==> src/hdl/mbec_pkg.sv <==
// mbec_pkg: shared types and constants of the mandelbrot escape count unit
// payload structs, configuration layout, controller/datapath command and status
// no dependencies
`default_nettype none

package mbec_pkg;

  // parameter defaults
  localparam int unsigned MaxGridRadiusDefault = 1024;
  localparam int unsigned CountWidthDefault    = 16;
  localparam int unsigned CoordWidthDefault    = 32;

  // fixed field widths
  localparam int unsigned PixelW   = 12;
  localparam int unsigned CountW   = 16;
  localparam int unsigned CfgIdxW  = 3;
  localparam int unsigned CfgDataW = 32;
  localparam int unsigned GridW    = 11;
  localparam int unsigned MagW     = 31;
  localparam int unsigned FracBits = 28;

  // configuration register indexes
  localparam logic [CfgIdxW-1:0] CFG_IDX_CENTER_RE       = 3'd0;
  localparam logic [CfgIdxW-1:0] CFG_IDX_CENTER_IM       = 3'd1;
  localparam logic [CfgIdxW-1:0] CFG_IDX_HALF_SPAN       = 3'd2;
  localparam logic [CfgIdxW-1:0] CFG_IDX_PIXEL_STEP      = 3'd3;
  localparam logic [CfgIdxW-1:0] CFG_IDX_ESCAPE_RADIUS   = 3'd4;
  localparam logic [CfgIdxW-1:0] CFG_IDX_ITERATION_LIMIT = 3'd5;
  localparam logic [CfgIdxW-1:0] CFG_IDX_GRID_RADIUS     = 3'd6;

  // configuration reset values
  localparam logic signed [31:0] CENTER_RE_RST       = 32'sd0;
  localparam logic signed [31:0] CENTER_IM_RST       = 32'sd0;
  localparam logic [MagW-1:0]    HALF_SPAN_RST       = 31'd536870912;
  localparam logic [MagW-1:0]    PIXEL_STEP_RST      = 31'd1048576;
  localparam logic [MagW-1:0]    ESCAPE_RADIUS_RST   = 31'd536870912;
  localparam logic [CountW-1:0]  ITERATION_LIMIT_RST = 16'd255;
  localparam logic [GridW-1:0]   GRID_RADIUS_RST     = 11'd512;

  typedef struct packed {
    logic [PixelW-1:0] pixel_row;
    logic [PixelW-1:0] pixel_col;
  } mbec_in_t;

  typedef struct packed {
    logic [CountW-1:0] escape_count;
    logic              out_of_range;
  } mbec_out_t;

  typedef struct packed {
    logic signed [31:0] center_re;
    logic signed [31:0] center_im;
    logic [MagW-1:0]    half_span;
    logic [MagW-1:0]    pixel_step;
    logic [MagW-1:0]    escape_radius;
    logic [CountW-1:0]  iteration_limit;
    logic [GridW-1:0]   grid_radius;
  } mbec_cfg_t;

  typedef struct packed {
    logic load_in;
    logic setup;
    logic coord;
    logic mul;
    logic upd;
    logic load_out;
  } mbec_cmd_t;

  typedef struct packed {
    logic oor;
    logic escaped;
    logic at_limit;
  } mbec_sts_t;

endpackage

`default_nettype wire

==> src/hdl/mbec_cfg_regs.sv <==
// mbec_cfg_regs: configuration register file of the escape count unit
// write-only port, one register per index, index 7 unused; depends on mbec_pkg
`default_nettype none

module mbec_cfg_regs (
  input  wire logic                          clk_i,
  input  wire logic                          rst_ni,
  input  wire logic                          cfg_we_i,
  input  wire logic [mbec_pkg::CfgIdxW-1:0]  cfg_idx_i,
  input  wire logic [mbec_pkg::CfgDataW-1:0] cfg_wdata_i,
  output mbec_pkg::mbec_cfg_t                cfg_o
);

  mbec_pkg::mbec_cfg_t cfg_q, cfg_d;

  always_comb begin
    cfg_d = cfg_q;
    if (cfg_we_i) begin
      case (cfg_idx_i)
        mbec_pkg::CFG_IDX_CENTER_RE:       cfg_d.center_re       = $signed(cfg_wdata_i);
        mbec_pkg::CFG_IDX_CENTER_IM:       cfg_d.center_im       = $signed(cfg_wdata_i);
        mbec_pkg::CFG_IDX_HALF_SPAN:       cfg_d.half_span       = cfg_wdata_i[30:0];
        mbec_pkg::CFG_IDX_PIXEL_STEP:      cfg_d.pixel_step      = cfg_wdata_i[30:0];
        mbec_pkg::CFG_IDX_ESCAPE_RADIUS:   cfg_d.escape_radius   = cfg_wdata_i[30:0];
        mbec_pkg::CFG_IDX_ITERATION_LIMIT: cfg_d.iteration_limit = cfg_wdata_i[15:0];
        mbec_pkg::CFG_IDX_GRID_RADIUS:     cfg_d.grid_radius     = cfg_wdata_i[10:0];
        default: ; // unused index, write dropped
      endcase
    end
  end

  always_ff @(posedge clk_i or negedge rst_ni) begin
    if (!rst_ni) begin
      cfg_q.center_re       <= mbec_pkg::CENTER_RE_RST;
      cfg_q.center_im       <= mbec_pkg::CENTER_IM_RST;
      cfg_q.half_span       <= mbec_pkg::HALF_SPAN_RST;
      cfg_q.pixel_step      <= mbec_pkg::PIXEL_STEP_RST;
      cfg_q.escape_radius   <= mbec_pkg::ESCAPE_RADIUS_RST;
      cfg_q.iteration_limit <= mbec_pkg::ITERATION_LIMIT_RST;
      cfg_q.grid_radius     <= mbec_pkg::GRID_RADIUS_RST;
    end else begin
      cfg_q <= cfg_d;
    end
  end

  assign cfg_o = cfg_q;

endmodule

`default_nettype wire

==> config.mk <==
export PLATFORM = sky130hd
export DESIGN_NAME = mbec_cfg_regs
export DESIGN_NICKNAME = d
export VERILOG_FILES = /design/src/hdl/mbec_pkg.sv /design/src/hdl/mbec_cfg_regs.sv
export SDC_FILE = /design/constraint.sdc
export NUM_CORES = 1
export LEC_CHECK = 0
export BUFFER_PORTS_ARGS = -buffer_cell sky130_fd_sc_hd__clkbuf_2
export CAP_MARGIN = 20
export CORE_MARGIN = 2
export CORE_UTILIZATION = 55
export CTS_CLUSTER_DIAMETER = 60
export DETAILED_ROUTE_END_ITERATION = 12
export MAX_ROUTING_LAYER = met4
export PLACE_DENSITY = 0.83
export SYNTH_ARGS = -nofsm -noshare
export SYNTH_HDL_FRONTEND = slang
export SYNTH_SLANG_ARGS = --single-unit
==> constraint.sdc <==
create_clock -name clk_i -period 1.6 [get_ports clk_i]
set_input_delay 0.24 -clock clk_i [delete_from_list [all_inputs] [get_ports clk_i]]
set_output_delay 0.24 -clock clk_i [all_outputs]
set_load 0.005 [all_outputs]
# ---- Yosys cells after proc, flatten, opt, wreduce, memory -nomap -nowiden
# Cells that the tools add are included.
dict set report op_classes {
  n_reduce_logical 8
  n_eq_ne 6
}
# operator count
set op_table {}
lappend op_table {{$reduce_and A2 Y1} 7}
lappend op_table {{$eq A3 B3 Y1 const B} 3}
lappend op_table {{$eq A3 B2 Y1 const B} 2}
lappend op_table {{$eq A3 B1 Y1 const B} 1}
lappend op_table {{$logic_not A3 Y1} 1}
dict set report word_totals {
  word_cells 21
  ff_bits 184
  input_bits 38
  output_inout_bits 184
}

# ---- Logic depth before layout (Yosys ltp)
dict set report depth {
  ltp_word 2
  mapped_depth 5
  mapped_depth_nobuf 2
}

# ---- Worst setup path before layout
# No wires, ideal clock.
dict set report synth_timing {
  path_kind {input -> register}
  startpoint {in cfg_idx_i[0] in the netlist's numbering}
  endpoint {reg cfg_q, in the netlist cfg_o[171]}
  path_stages 4
  setup_slack_ns 0.139
  setup_time_ns 0.125
  required_ns 1.475
  n_path_buf 2
  arrival_time_ns 1.336
  cell_sequence {buf_2 nor4b_4 buf_6 mux2_2}
}
dict set report synth_via {
  elab_chain_cells 2
}
# element line_no
set synth_lines {}
lappend synth_lines {{from (decl)} mbec_cfg_regs.sv:9} ;# input wire logic [mbec_pkg::CfgIdxW-1:0] cfg_idx_i,
lappend synth_lines {{$logic_not A3 Y1} mbec_cfg_regs.sv:19} ;# case (cfg_idx_i)
lappend synth_lines {{$reduce_and A2 Y1 (no line)} n/a}
lappend synth_lines {{to (signal assigned)} mbec_cfg_regs.sv:42} ;# cfg_q <= cfg_d;
lappend synth_lines {{to (decl)} mbec_cfg_regs.sv:14} ;# mbec_pkg::mbec_cfg_t cfg_q, cfg_d;
# Every way passes these cells.
# A chain may end at the register's enable or synchronous reset.

# ---- Worst setup path after layout
dict set report layout_timing {
  startpoint {reg cfg_q, in the netlist cfg_o[13]}
  endpoint {out cfg_o[13] in the netlist's numbering}
}
# element line_no
set layout_lines {}
lappend layout_lines {{to (decl)} mbec_cfg_regs.sv:11} ;# output mbec_pkg::mbec_cfg_t cfg_o
# No word-level cell between the ends.

==> flow_summary.json <==
{
  "gr-usage-met1_pct": 31.8,
  "fp.coreArea_um2": 12500,
  "finClkSkew_ps": 0,
  "htree_levels": 4,
  "r2r_setup_slack_ps": 770,
  "cts_tree": "yes",
  "avgSynthCellArea_um2": 17.7,
  "cts.clk_slew.worst_paths_ps": 60,
  "ys_seq_elements": 184,
  "numCtsBuffers": 17,
  "cts.sinks": 184,
  "syn_to_final_growth_pct": 29.8,
  "dieArea_um2": 13600,
  "final_core_util_pct": 72.6,
  "synthSimpleGateAreaFrac_pct": 1.48,
  "critPathRequiredTime_ps": 1360,
  "fmax_ghz": 0.754,
  "grt_overflow": 0,
  "top_usage_layer": "met2",
  "grt_usage_pct": 25.7,
  "crit_family": "flip-flops",
  "antenna_found_initial": 0,
  "maxSlewViolCount": 0,
  "rsz0062_at_grt": "no",
  "drc": 0,
  "grt_max_degree": 59,
  "layout_common_cells": "clkbuf_2, dfrtp_1, mux2_2",
  "worstPathMaxFanout": 2,
  "synth_edf_count": 0,
  "cap_violations": 0,
  "drive_gt1_share_pct": 72.1,
  "p_per_area_nw_per_um2": 1460,
  "synth-compound-area-share_pct": 0,
  "max-vdd-ir-drop_mv": 0.818,
  "via_per_inst": 5.24,
  "crit_start": "cfg_o[13]",
  "io_buffer_count": 221,
  "hpwl_mm": 11.5,
  "final-hold-violation-count": 0,
  "postSynth.asyncResetShare_pct": 100,
  "ios": 222,
  "dp_cells": 794,
  "layout_commonest_cell": "clkbuf_2",
  "r2r_cells": 1,
  "start_util_pct": 55.9,
  "synthAdderAreaFrac_pct": 0,
  "power_w": 0.0133,
  "r2r-start": "cfg_o[176]",
  "register_area_um2": 4620,
  "gp_congestion": 0.765,
  "netlist.area_leader.share_pct": 61.5,
  "cp-end-kind": "output pin",
  "power.static_leakage_nw": 4.41,
  "netlist_area_um2": 7000,
  "cpMaxStageDelayCell": "dfstp_2",
  "slew_headroom_pct": 60.6,
  "rr_endpoint": "cfg_o[176]",
  "start_kind": "flip-flop",
  "max_stage_delay_ps": 530,
  "whs_endpoint": "cfg_o[151]",
  "grt_pass1_wl_mm": 25.2,
  "fillers": 872,
  "final_antenna_net_count": 0,
  "fin_crit_ps": 1330,
  "worstHoldPathCells": 2,
  "worst_pin_slew_ps": 591,
  "path_class": "flip-flop to output pin",
  "first_iter_violations": 243,
  "finalSetupViolations": 0,
  "outcome": "finished clean",
  "vias": 4334,
  "post-synth-top-area-cell": "dfrtp_1",
  "wl_mm": 16.4,
  "synth_top_family_by_area": "multiplexers",
  "multi_input_area_um2": 2230,
  "use_met3_pct": 7.88,
  "timing.hold.ws_ps": 54.1,
  "cts_hold_buffers": 1,
  "clkLatencyLatePin_ps": 430,
  "drtPass1Iterations": 4,
  "final_nets": 680,
  "syn_nets": 433,
  "synth_warnings": 0,
  "muxShareOfSynthArea_pct": 30.2,
  "die_x_um": 117,
  "cts-root-buf": "clkbuf_16",
  "synthCells": 395,
  "final_cells": 827,
  "use_met2_pct": 40.9,
  "holdCritStartpoint": "cfg_wdata_i[31]",
  "die_h_um": 117,
  "synth_xor_xnor_area_share_pct": 0,
  "crit_chain": "clkbuf_2",
  "post_drt_wl_per_cell_um": 19.8,
  "largest_reg_flops": 184,
  "post-route-period-util_pct": 82.9,
  "rows": 41,
  "clk_path_buf_depth": 2,
  "hold_class": "primary input to flip-flop",
  "synthTopCellsByArea": "dfrtp_1, mux2_2, dfstp_2, mux2_4, buf_6",
  "post-place-ws_ps": -38.5,
  "cp.arrival_ps": 1090,
  "yosysSeqAreaShare_pct": 66.0,
  "cts_resized": 0,
  "crit_buf_inv": 1,
  "synth_ff_type": "dfrtp_1",
  "fin_ws_ps": 274,
  "synth.distinct_cells": 15,
  "diodes": 0,
  "postCtsSetupRepairBufs": 0,
  "first_global_vias": 4591
}
per-layer routing:
layer	up-vias	routed length (um)
li1	1899	-
met1	2254	6650
met2	157	8220
met3	24	1250
met4	0	269
met5	-	0
layout make-up:
type / count / area share (%)
clock buffers: 24 / 5.19
well taps: 172 / 2.37
repair buffers: 248 / 15.5
flip-flops and latches: 184 / 50.9
clock inverters: 8 / 1.58
multi-input cells: 191 / 24.5
metrics by stage:
| stage | TNS (ps) | cell area [um^2] |
|---|---|---|
| detailed placement | -503 | 8460 |
| floorplan | 0 | 7000 |
| global route | 0 | 9080 |
| finish | 0 | 9080 |
| CTS | 0 | 9080 |
| global placement | 0 | 8460 |
power breakdown:
group / switching, W / internal (W)
registers: 0.000584 / 0.00573
clock network: 0.00166 / 0.00269
logic: 0.00108 / 0.00153
kinds of logic (layout without fill, tap and decap cells):
logic type / after synthesis / in the layout
mux: 184 / 184
flops: 184 / 184
buf+inv: 20 / 280
simple gates: 7 / 7
how the worst max path moves through the flow:
stage,endpoint,slack (ps),cells after the start
6_report,cfg_o[13],270,1
5_1_grt,cfg_o[11],240,1
4_1_cts,cfg_o[13],260,1
3_5_place_dp,cfg_o[124],-40,4
3_3_place_gp,cfg_o[122],40,4
2_1_floorplan,cfg_o[171],140,4
cell usage after synthesis (2+ instances only):
library cell  number
buf_2              7
mux2_2           171
nand4b_1           2
mux2_1             3
dfstp_2           12
mux2_4            10
buf_6              9
buf_4              3
dfrtp_1          172
No activity file was read; power rests on OpenSTA's default activity.
