<file path="config.mk">
export PLATFORM = sky130hd
export DESIGN_NAME = mbec_ctrl
export DESIGN_NICKNAME = d
export VERILOG_FILES = /design/src/hdl/mbec_pkg.sv /design/src/hdl/mbec_ctrl.sv
export SDC_FILE = /design/constraint.sdc
export NUM_CORES = 1
export LEC_CHECK = 0
export ABC_CLOCK_PERIOD_IN_PS = 1600
export BUFFER_PORTS_ARGS = -buffer_cell sky130_fd_sc_hd__buf_2
export CAP_MARGIN = 20
export CORE_MARGIN = 4
export CORE_UTILIZATION = 30
export DETAILED_ROUTE_END_ITERATION = 10
export GPL_ROUTABILITY_DRIVEN = 0
export GPL_TIMING_DRIVEN = 0
export HOLD_SLACK_MARGIN = 0.1
export SLEW_MARGIN = 15
export SYNTH_ARGS = -nofsm -noshare
export SYNTH_HDL_FRONTEND = slang
export SYNTH_SLANG_ARGS = --single-unit
</file>
<file path="constraint.sdc">
create_clock -name clk_i -period 1.6 [get_ports clk_i]
set_input_delay 0.08 -clock clk_i [delete_from_list [all_inputs] [get_ports clk_i]]
set_output_delay 0.08 -clock clk_i [all_outputs]
set_load 0.05 [all_outputs]
</file>
<file path="src/hdl/mbec_pkg.sv">
// mbec_pkg: shared types and constants of the mandelbrot escape count unit
// payload structs, configuration layout, controller/datapath command and status
// no dependencies
`default_nettype none

package mbec_pkg;

  // parameter defaults
  localparam int unsigned MaxGridRadiusDefault = 1024;
  localparam int unsigned CountWidthDefault    = 16;
  localparam int unsigned CoordWidthDefault    = 32;

  // fixed field widths
  localparam int unsigned PixelW   = 12;
  localparam int unsigned CountW   = 16;
  localparam int unsigned CfgIdxW  = 3;
  localparam int unsigned CfgDataW = 32;
  localparam int unsigned GridW    = 11;
  localparam int unsigned MagW     = 31;
  localparam int unsigned FracBits = 28;

  // configuration register indexes
  localparam logic [CfgIdxW-1:0] CFG_IDX_CENTER_RE       = 3'd0;
  localparam logic [CfgIdxW-1:0] CFG_IDX_CENTER_IM       = 3'd1;
  localparam logic [CfgIdxW-1:0] CFG_IDX_HALF_SPAN       = 3'd2;
  localparam logic [CfgIdxW-1:0] CFG_IDX_PIXEL_STEP      = 3'd3;
  localparam logic [CfgIdxW-1:0] CFG_IDX_ESCAPE_RADIUS   = 3'd4;
  localparam logic [CfgIdxW-1:0] CFG_IDX_ITERATION_LIMIT = 3'd5;
  localparam logic [CfgIdxW-1:0] CFG_IDX_GRID_RADIUS     = 3'd6;

  // configuration reset values
  localparam logic signed [31:0] CENTER_RE_RST       = 32'sd0;
  localparam logic signed [31:0] CENTER_IM_RST       = 32'sd0;
  localparam logic [MagW-1:0]    HALF_SPAN_RST       = 31'd536870912;
  localparam logic [MagW-1:0]    PIXEL_STEP_RST      = 31'd1048576;
  localparam logic [MagW-1:0]    ESCAPE_RADIUS_RST   = 31'd536870912;
  localparam logic [CountW-1:0]  ITERATION_LIMIT_RST = 16'd255;
  localparam logic [GridW-1:0]   GRID_RADIUS_RST     = 11'd512;

  typedef struct packed {
    logic [PixelW-1:0] pixel_row;
    logic [PixelW-1:0] pixel_col;
  } mbec_in_t;

  typedef struct packed {
    logic [CountW-1:0] escape_count;
    logic              out_of_range;
  } mbec_out_t;

  typedef struct packed {
    logic signed [31:0] center_re;
    logic signed [31:0] center_im;
    logic [MagW-1:0]    half_span;
    logic [MagW-1:0]    pixel_step;
    logic [MagW-1:0]    escape_radius;
    logic [CountW-1:0]  iteration_limit;
    logic [GridW-1:0]   grid_radius;
  } mbec_cfg_t;

  typedef struct packed {
    logic load_in;
    logic setup;
    logic coord;
    logic mul;
    logic upd;
    logic load_out;
  } mbec_cmd_t;

  typedef struct packed {
    logic oor;
    logic escaped;
    logic at_limit;
  } mbec_sts_t;

endpackage

`default_nettype wire

</file>
<file path="src/hdl/mbec_ctrl.sv">
// mbec_ctrl: controller state machine of the escape count unit
// sequences setup, iteration and result hand-off; depends on mbec_pkg
`default_nettype none

module mbec_ctrl (
  input  wire logic                clk_i,
  input  wire logic                rst_ni,
  input  wire logic                in_valid_i,
  output logic                     in_stall_o,
  output logic                     out_valid_o,
  input  wire logic                out_stall_i,
  input  wire mbec_pkg::mbec_sts_t sts_i,
  output mbec_pkg::mbec_cmd_t      cmd_o
);

  typedef enum logic [5:0] {
    ST_IDLE   = 6'b000001,
    ST_SETUP  = 6'b000010,
    ST_COORD  = 6'b000100,
    ST_MUL    = 6'b001000,
    ST_UPD    = 6'b010000,
    ST_FINISH = 6'b100000
  } mbec_state_e;

  mbec_state_e state_q, state_d;
  logic        out_valid_q, out_valid_d;

  always_comb begin
    state_d     = state_q;
    cmd_o       = '0;
    out_valid_d = out_valid_q && out_stall_i;
    case (state_q)
      ST_IDLE: begin
        if (in_valid_i) begin
          cmd_o.load_in = 1'b1;
          state_d       = ST_SETUP;
        end
      end
      ST_SETUP: begin
        cmd_o.setup = 1'b1;
        state_d     = ST_COORD;
      end
      ST_COORD: begin
        cmd_o.coord = 1'b1;
        state_d     = sts_i.oor ? ST_FINISH : ST_MUL;
      end
      ST_MUL: begin
        cmd_o.mul = 1'b1;
        state_d   = ST_UPD;
      end
      ST_UPD: begin
        cmd_o.upd = 1'b1;
        state_d   = (sts_i.escaped || sts_i.at_limit) ? ST_FINISH : ST_MUL;
      end
      ST_FINISH: begin
        // hand off once the output register is free or being drained
        if (!out_valid_q || !out_stall_i) begin
          cmd_o.load_out = 1'b1;
          out_valid_d    = 1'b1;
          state_d        = ST_IDLE;
        end
      end
      default: state_d = ST_IDLE;
    endcase
  end

  always_ff @(posedge clk_i or negedge rst_ni) begin
    if (!rst_ni) begin
      state_q     <= ST_IDLE;
      out_valid_q <= 1'b0;
    end else begin
      state_q     <= state_d;
      out_valid_q <= out_valid_d;
    end
  end

  assign in_stall_o  = (state_q != ST_IDLE);
  assign out_valid_o = out_valid_q;

endmodule

`default_nettype wire

</file>
# --- Word level (Yosys, flattened, before mapping) ---
# Cells that the tools add are included.
# W data, S select, Z words.
totals:
  regBits: 7
  in_bits: 7
  output_inout_bits: 8
  elab_cells: 32
classes:
  eq_ne: 9
  muxes: 15
  reduce_logical: 6
ops:
  columns: ["operator", "count"]
  rows:
  - ["$pmux W6 S6", 1]
  - ["$mux W6", 4]
  - ["$mux W1", 10]
  - ["$eq A6 B1 Y1 const B", 1]
  - ["$eq A6 B2 Y1 const B", 1]
  - ["$eq A6 B3 Y1 const B", 1]
  - ["$eq A6 B4 Y1 const B", 1]
  - ["$eq A6 B5 Y1 const B", 1]
  - ["$eq A6 B6 Y1 const B", 1]
  - ["$ne A6 B1 Y1 const B", 1]
  - ["$ne A2 B2 Y1 const B", 2]
  - ["$logic_not A1 Y1", 2]
  - ["$logic_or A1 B1 Y1", 2]
  - ["$reduce_and A2 Y1", 1]
  - ["$logic_and A1 B1 Y1", 1]

# --- Longest topological paths before layout ---
# Gate-level depths: netlist of the first run.
logic_depth:
  depth_word: 4
  depth_mapped: 5
  mapped_depth_nobuf: 4

# --- Worst setup path after synthesis of the first run ---
# Ideal clock, no wire load.
synth_timing:
  kind: "reg-to-output"
  start: "reg state_q[1]"
  end: "out cmd_o[2] (netlist name)"
  arrival_ns: 2.301
  required_time_ns: 1.520
  path_slack_ns: -0.781
  stages_incl_launch_ff: 3
  path_cell_list: "dfrtp_1 > or2_4 > nor4b_1"
synth_lines:
  columns: ["element", "line", "text"]
  rows:
  - ["start: declaration", "mbec_ctrl.sv:25", "mbec_state_e state_q, state_d;"]
  - ["start signal: assignment", "mbec_ctrl.sv:72", "state_q <= state_d;"]
  - ["end: declaration", "mbec_ctrl.sv:13", "output mbec_pkg::mbec_cmd_t cmd_o"]

==> out/qor_table.md, run 1 <==
| Metric | Value | Unit |
|---|---|---|
| TritonCTS clock tree | done | - |
| Count of state elements after synthesis | 7 | - |
| Maximum clock rate | 636 | MHz |
| Number of cells produced by synthesis | 48 | - |
| Count of standard-cell rows | 13 | - |
| Detailed Route WL | 1.01 | mm |
| Post-layout util | 0.509 | - |
| Arrival @ worst endpoint | 1.49 | ns |
| Initial standard-cell utilization of the core | 0.338 | - |
| Mapped Area | 462 | µm² |
| Sum of net half-perimeters after detailed placement | 767 | µm |
| Fraction of the cycle the final worst path needs | 0.983 | - |
| GR Util All Layers | 0.116 | - |
| Number of hold violations in the final report | 0 | - |
| Final-report max-slew violation count | 0 | - |
| Share of layout cells above drive strength 1 | 0.500 | - |
| Die span in x | 47.2 | µm |
| Max-cap violations | 0 | - |
| GR Overflow Total | 0 | - |
| Vias per inst | 4.95 | - |
| Clock tree root driver cell | sky130_fd_sc_hd__clkbuf_4 | - |
| Run status | finished, final reports clean | - |
| # setup viols final | 0 | - |
| Drc violations | 0 | - |
| Number of antenna diodes | 0 | - |
| RSZ-0062 raised after global routing | yes | - |
| Sink count of the clock tree | 7 | - |
| First-pass detailed-route iteration total | 1 | - |
| Antenna violations before repair | 0 | - |
| Final-stage net count | 80 | - |
| Wire per inst | 11.6 | µm |
| Portion of the post-synthesis area used by sequential elements | 0.382 | - |
| Power density normalized to cell area | 1430 | nW/µm² |
| Count of distinct cell types in the synthesized netlist | 23 | - |
| CP Class | flip-flop to output port | - |
| Worst clock skew | 0.000699 | ns |
| Largest buffer count on any clock path | 2 | - |
| Pleak | 0.312 | nW |
| Total Die Area | 2230 | µm² |
| Worst relative slew slack | 0.792 | - |
| Clock-pin slew on the worst setup and hold paths | 0.05 | ns |
| Clock Latency Late Sink | 0.24 | ns |
| Post-route antenna net violation count | 0 | - |
| Avg Inst Size Synth | 9.62 | µm² |
| Area of the placeable core | 1370 | µm² |
| Area added between synthesis and finish | 50.7 | % |
| Peak supply drop | 0.654 | mV |
| Class of the tightest hold or removal check | primary input to flip-flop | - |
| Number of buffers added by the clock tree synthesis step | 3 | - |
| Port Buf Inserts | 14 | - |
| Pin count of the biggest net entering global routing | 10 | - |
| Maximum fanout along the worst path | 5 | - |
| Ports | 15 | - |
| Tmin final | 1.57 | ns |
| Measured slew at the worst slew-check pin | 0.310 | ns |
| Total number of yosys warnings | 0 | - |
| Depth of the worst hold-timing path | 3 | - |
| Post-Route Setup TNS | 0 | ns |
| Number of global-route vias before repair | 422 | - |
| Place WS | 0.116 | ns |
| Syn_nets | 55 | - |
| CTS H-tree depth | 1 | - |
| First-pass GRT wire length | 1.74 | mm |
| Die Ht | 47.2 | µm |
| Sort of element at the start of the critical path | flip-flop | - |
| Number of violations reported at the end of detailed-routing iteration 0 | 0 | - |
| Data required time of the worst path | 1.52 | ns |
| Total via count in the routed design | 431 | - |
| Setup crit end kind | output port | - |
| Path depth of the worst reg2reg path | 5 | - |
| Worst setup margin | 0.0267 | ns |
[state kept, by name, indices dropped and copies added (netlist names)]
signal and cells:
state_q 6, out_valid_o 1
[through the flow]
stage / instance area [µm²] / std cells / power (mW) / hold slack (ns)
4_1_cts: 678 / 86 / 1.01 / 0.112
3_5_place_dp: 568 / 77 / 0.769 / -0.0803
6_report: 696 / 87 / 0.993 / 0.117
5_1_grt: 696 / 87 / 1.06 / 0.145
2_1_floorplan: 479 / 48 / 0.678 / -0.216
3_3_place_gp: 568 / 77 / 0.764 / -0.0798
[path summary, 6_finish.rpt]
| kind | slack [ns] | start | to |
|---|---|---|---|
| max | 0.03 | state_q[1] | cmd_o[3] |
| min | 0.12 | out_stall_i | out_valid_o |
| max reg2reg | 0.22 | state_q[3] | state_q[5] |
| min reg2reg | 0.59 | out_valid_o | out_valid_o |
| max in group asynchronous | 1.18 | rst_ni | state_q[0] |
| min in group asynchronous | 0.19 | rst_ni | out_valid_o |
[placed cells by master (no fill, tap or decap), drive strengths merged, types with 2 or more instances in the layout]
master,n
o21ai,4
or2,2
a21oi,3
nor2,5
clkbuf,5
nand2,4
nor4,4
dfrtp,6
inv,4
nor2b,2
buf,18
dlygate4sd3,4
nor4b,3
[worst max-delay path, stage by stage, from the launching register on]
cell	delay, ns
sky130_fd_sc_hd__dfrtp_1	0.42
sky130_fd_sc_hd__or2_4	0.31
sky130_fd_sc_hd__nor4b_4	0.31
sky130_fd_sc_hd__buf_6	0.21
[power breakdown]
group          total [mW]  leakage, nW  internal (mW)  switching, mW
combinational       0.570        0.204          0.224          0.345
clock               0.155       0.0150         0.0948         0.0600
sequential          0.268       0.0930          0.223         0.0456
total               0.993        0.312          0.542          0.451
[what timing repair did]
action                                  CTS  global route
endpoints found under the hold margin     9             0
pin swaps                                 2             3
cloned                                    0             0
resized for setup                        11             3
endpoints found under the setup margin    6             5
buffers inserted                          1             1
hold buffers                              4             0
[layout make-up]
cell class | instances | area (µm²)
tap | 15 | 18.8
fill | 136 | 671
clock buffer | 4 | 26.3
inverter | 4 | 15.0
multi-input combinational | 34 | 278
timing repair buffer | 20 | 159
buffer | 3 | 22.5
sequential | 7 | 176
[kinds of logic (layout without fill, tap and decap cells)]
group                  count (synthesis)  in the layout  share of synthesized area
DFF                                    7              7                      0.382
AOI/OAI and AO/OA                     10             10                      0.138
buffers and inverters                  7             31                     0.0813
and+or+nand+nor                       24             24                      0.398
[cells in the mapped netlist]
library cell | number | area, µm²
sky130_fd_sc_hd__o21ai_1 | 3 | 15.0
sky130_fd_sc_hd__inv_1 | 3 | 11.3
sky130_fd_sc_hd__or2_4 | 2 | 17.5
sky130_fd_sc_hd__a21oi_1 | 3 | 15.0
sky130_fd_sc_hd__nor4b_1 | 2 | 17.5
sky130_fd_sc_hd__inv_2 | 1 | 3.75
sky130_fd_sc_hd__nand2b_1 | 1 | 6.26
sky130_fd_sc_hd__nor2_1 | 5 | 18.8
sky130_fd_sc_hd__dfrtp_1 | 6 | 150
sky130_fd_sc_hd__dfstp_2 | 1 | 26.3
sky130_fd_sc_hd__nor2b_1 | 2 | 12.5
sky130_fd_sc_hd__o21a_1 | 1 | 7.51
sky130_fd_sc_hd__or2b_1 | 1 | 7.51
sky130_fd_sc_hd__nor3_1 | 1 | 5.00
sky130_fd_sc_hd__a31o_1 | 1 | 8.76
sky130_fd_sc_hd__nand3_1 | 1 | 5.00
sky130_fd_sc_hd__nor4_4 | 2 | 42.5
sky130_fd_sc_hd__o211ai_2 | 1 | 12.5
sky130_fd_sc_hd__nand2_1 | 4 | 15.0
sky130_fd_sc_hd__buf_4 | 3 | 22.5
sky130_fd_sc_hd__nor4_1 | 2 | 12.5
sky130_fd_sc_hd__nor4b_4 | 1 | 23.8
sky130_fd_sc_hd__o21ai_0 | 1 | 5.00
[per-layer routing]
metal / GRT usage / vias to the layer above / routed length, µm
met5: 0 / - / 0
met3: 0.0345 / 2 / 53
met1: 0.145 / 202 / 459
li1: - / 216 / -
met2: 0.176 / 11 / 491
met4: 0.0663 / 0 / 4
No activity file was read; power rests on OpenSTA's default activity.
==> run 2: changes to the inputs <==
--- a/config.mk
+++ b/config.mk
@@ -8,12 +8,15 @@
 export ABC_CLOCK_PERIOD_IN_PS = 1600
 export BUFFER_PORTS_ARGS = -buffer_cell sky130_fd_sc_hd__buf_2
 export CAP_MARGIN = 20
+export CELL_PAD_IN_SITES_DETAIL_PLACEMENT = 0
+export CELL_PAD_IN_SITES_GLOBAL_PLACEMENT = 2
 export CORE_MARGIN = 4
-export CORE_UTILIZATION = 30
+export CORE_UTILIZATION = 27
 export DETAILED_ROUTE_END_ITERATION = 10
 export GPL_ROUTABILITY_DRIVEN = 0
 export GPL_TIMING_DRIVEN = 0
 export HOLD_SLACK_MARGIN = 0.1
+export PLACE_DENSITY_LB_ADDON = 0.1
 export SLEW_MARGIN = 15
 export SYNTH_ARGS = -nofsm -noshare
 export SYNTH_HDL_FRONTEND = slang
==> run 2 against run 1 <==
Compared with the run above:
- core utilization is 4.1 points lower
- clock skew increased by 0.00074 ns
- sequential share of layout area down 1.2 points
- count of clock-buffer cells in the layout is the same
- critical path depth up 2
- sequential power is essentially flat
- sequential cell count stayed put
- setup slack better by 0.0097 ns
- critical path type unchanged
- critical endpoint is now cmd_o[5]
==> out/qor_table.md, run 2 (same netlist as run 1, synthesis figures left out) <==
| Metric | Value | Unit |
|---|---|---|
| Post-route antenna net violation count | 0 | - |
| Pleak | 0.325 | nW |
| Worst hold start | in_valid_i | - |
| Maximum fanout along the worst path | 5 | - |
| Final-report max-slew violation count | 0 | - |
| Run status | finished, final reports clean | - |
| Sink count of the clock tree | 7 | - |
| Top library cells by usage in the layout, fill and taps aside | sky130_fd_sc_hd__buf_4 (8), sky130_fd_sc_hd__buf_2 (7), sky130_fd_sc_hd__dfrtp_1 (6) | - |
| Setup crit end kind | output port | - |
| Overall power | 1.04 | mW |
| Die span in x | 49.4 | µm |
| Fraction of the cycle the final worst path needs | 0.977 | - |
| Post-Route Setup TNS | 0 | ns |
| RSZ-0062 raised after global routing | yes | - |
| Total via count in the routed design | 427 | - |
| Sort of element at the start of the critical path | flip-flop | - |
| Sum of net half-perimeters after detailed placement | 764 | µm |
| Ports | 15 | - |
| First-pass detailed-route iteration total | 4 | - |
| Initial standard-cell utilization of the core | 0.296 | - |
| Largest Register | state_q | - |
| Worst relative slew slack | 0.815 | - |
| Drc violations | 0 | - |
| Number of violations reported at the end of detailed-routing iteration 0 | 2 | - |
| Tmin final | 1.56 | ns |
| Number of antenna diodes | 0 | - |
| Number of global-route vias before repair | 420 | - |
| Max stage delay on crit path | 0.59 | ns |
| First-pass GRT wire length | 1.75 | mm |
| Peak supply drop | 0.899 | mV |
| # setup viols final | 0 | - |
| Pin count of the biggest net entering global routing | 10 | - |
| Antenna violations before repair | 0 | - |
| Vias per inst | 4.74 | - |
| Wire per inst | 11.6 | µm |
| Worst r2r dst | state_q[5] | - |
| Largest buffer count on any clock path | 2 | - |
| Number of buffers added by the clock tree synthesis step | 3 | - |
| Number of hold violations in the final report | 0 | - |
| Maximum clock rate | 640 | MHz |
| Register-to-register setup slack | 0.24 | ns |
| CP Class | flip-flop to output port | - |
| Data required time of the worst path | 1.52 | ns |
| GR Overflow Total | 0 | - |
| Measured slew at the worst slew-check pin | 0.276 | ns |
| Number of flip-flops in the largest register | 6 | - |
| Area of the placeable core | 1560 | µm² |
| Clock Latency Late Sink | 0.24 | ns |
| Worst clock skew | 0.00144 | ns |
| CTS H-tree depth | 1 | - |
| Area added between synthesis and finish | 58.0 | % |
| Total Die Area | 2440 | µm² |
| Arrival @ worst endpoint | 1.48 | ns |
| WHS | 0.122 | ns |
| Power density normalized to cell area | 1430 | nW/µm² |
| Die Ht | 49.4 | µm |
| End of the worst hold path | state_q[1] | - |
| Detailed Route WL | 1.04 | mm |
| Depth of the worst hold-timing path | 3 | - |
| Port Buf Inserts | 14 | - |
| Count of standard-cell rows | 14 | - |
| GR Util All Layers | 0.0932 | - |
| Class of the tightest hold or removal check | primary input to flip-flop | - |
| Path depth of the worst reg2reg path | 5 | - |
| Clock tree root driver cell | sky130_fd_sc_hd__clkbuf_4 | - |
| Share of layout cells above drive strength 1 | 0.541 | - |
| Final-stage net count | 82 | - |
| Most frequent standard cell in the layout excluding fill and tap cells | sky130_fd_sc_hd__buf_4 | - |
| TritonCTS clock tree | done | - |
| Reg2reg start | state_q[3] | - |
| Clock-pin slew on the worst setup and hold paths | 0.05 | ns |
| Critical path, cell by cell | nand2b_4 -> nor4_4 -> inv_2 -> nor2_4 -> buf_8 | - |
| Max-cap violations | 0 | - |
| Critical-path top delay cell | sky130_fd_sc_hd__dfstp_2 | - |
## run 2: cell count changes in the layout (fill, tap and decap cells not counted), sizes merged
| cell | before | now |
|---|---|---|
| buf | 18 | 20 |
## run 2: timing repair
action                                  in CTS  in global routing
hold endpoints to repair                     9                  0
buffers inserted                             1                  3
pin swaps                                    1                  3
hold buffers                                 4                  0
resized for setup                           11                  7
endpoints found under the setup margin       6                  7
## run 2: how the worst max path moves through the flow
| stage | from | to | slack (ns) | cells past startpoint |
|---|---|---|---|---|
| after floorplan | state_q[1] | state_q[5] | -0.07 | 4 |
| after global placement | state_q[4] | cmd_o[0] | 0.09 | 5 |
| after detailed placement | state_q[4] | cmd_o[0] | 0.11 | 5 |
| after CTS | state_q[3] | cmd_o[5] | -0.03 | 5 |
| after global routing | state_q[0] | cmd_o[5] | -0.05 | 5 |
| final | state_q[0] | cmd_o[5] | 0.04 | 5 |
## run 2: per-stage QoR
step | utilization | worst slack [ns] | cells | cell area, µm²
detailed placement | 0.365 | 0.109 | 78 | 569
finish | 0.468 | 0.0363 | 90 | 729
CTS | 0.434 | -0.0287 | 87 | 677
global route | 0.468 | -0.0470 | 90 | 729
global placement | 0.365 | 0.0890 | 78 | 569
floorplan | - | -0.0682 | 48 | 479
## run 2: metal layers
layer	vias to the layer above	GRT usage	wire [µm]	share of wire
met3	0	0.0214	46	0.044
met4	0	0.0569	0	0
met5	-	0	0	0
met2	14	0.152	524	0.50
met1	194	0.109	470	0.45
li1	219	-	-	-
## run 2: report_power, final
part | switching, mW | total, mW | internal (mW)
combinational | 0.356 | 0.619 | 0.263
clock | 0.0596 | 0.154 | 0.0948
sequential | 0.0466 | 0.269 | 0.223
total | 0.463 | 1.04 | 0.580
## run 2: layout make-up
class / count / area, µm²
fillers: 152 / 830
multi-input cells: 34 / 289
repair buffers: 22 / 180
flip-flops and latches: 7 / 176
clock buffers: 4 / 26.3
plain buffers: 3 / 22.5
well taps: 16 / 20.0
inverters: 4 / 15.0
## run 2: worst max-delay path, delay by kind of cell (launching register included)
family / cells / cell delay, ns
buffers and inverters: 2 / 0.24
DFF: 1 / 0.59
and+or+nand+nor: 3 / 0.41
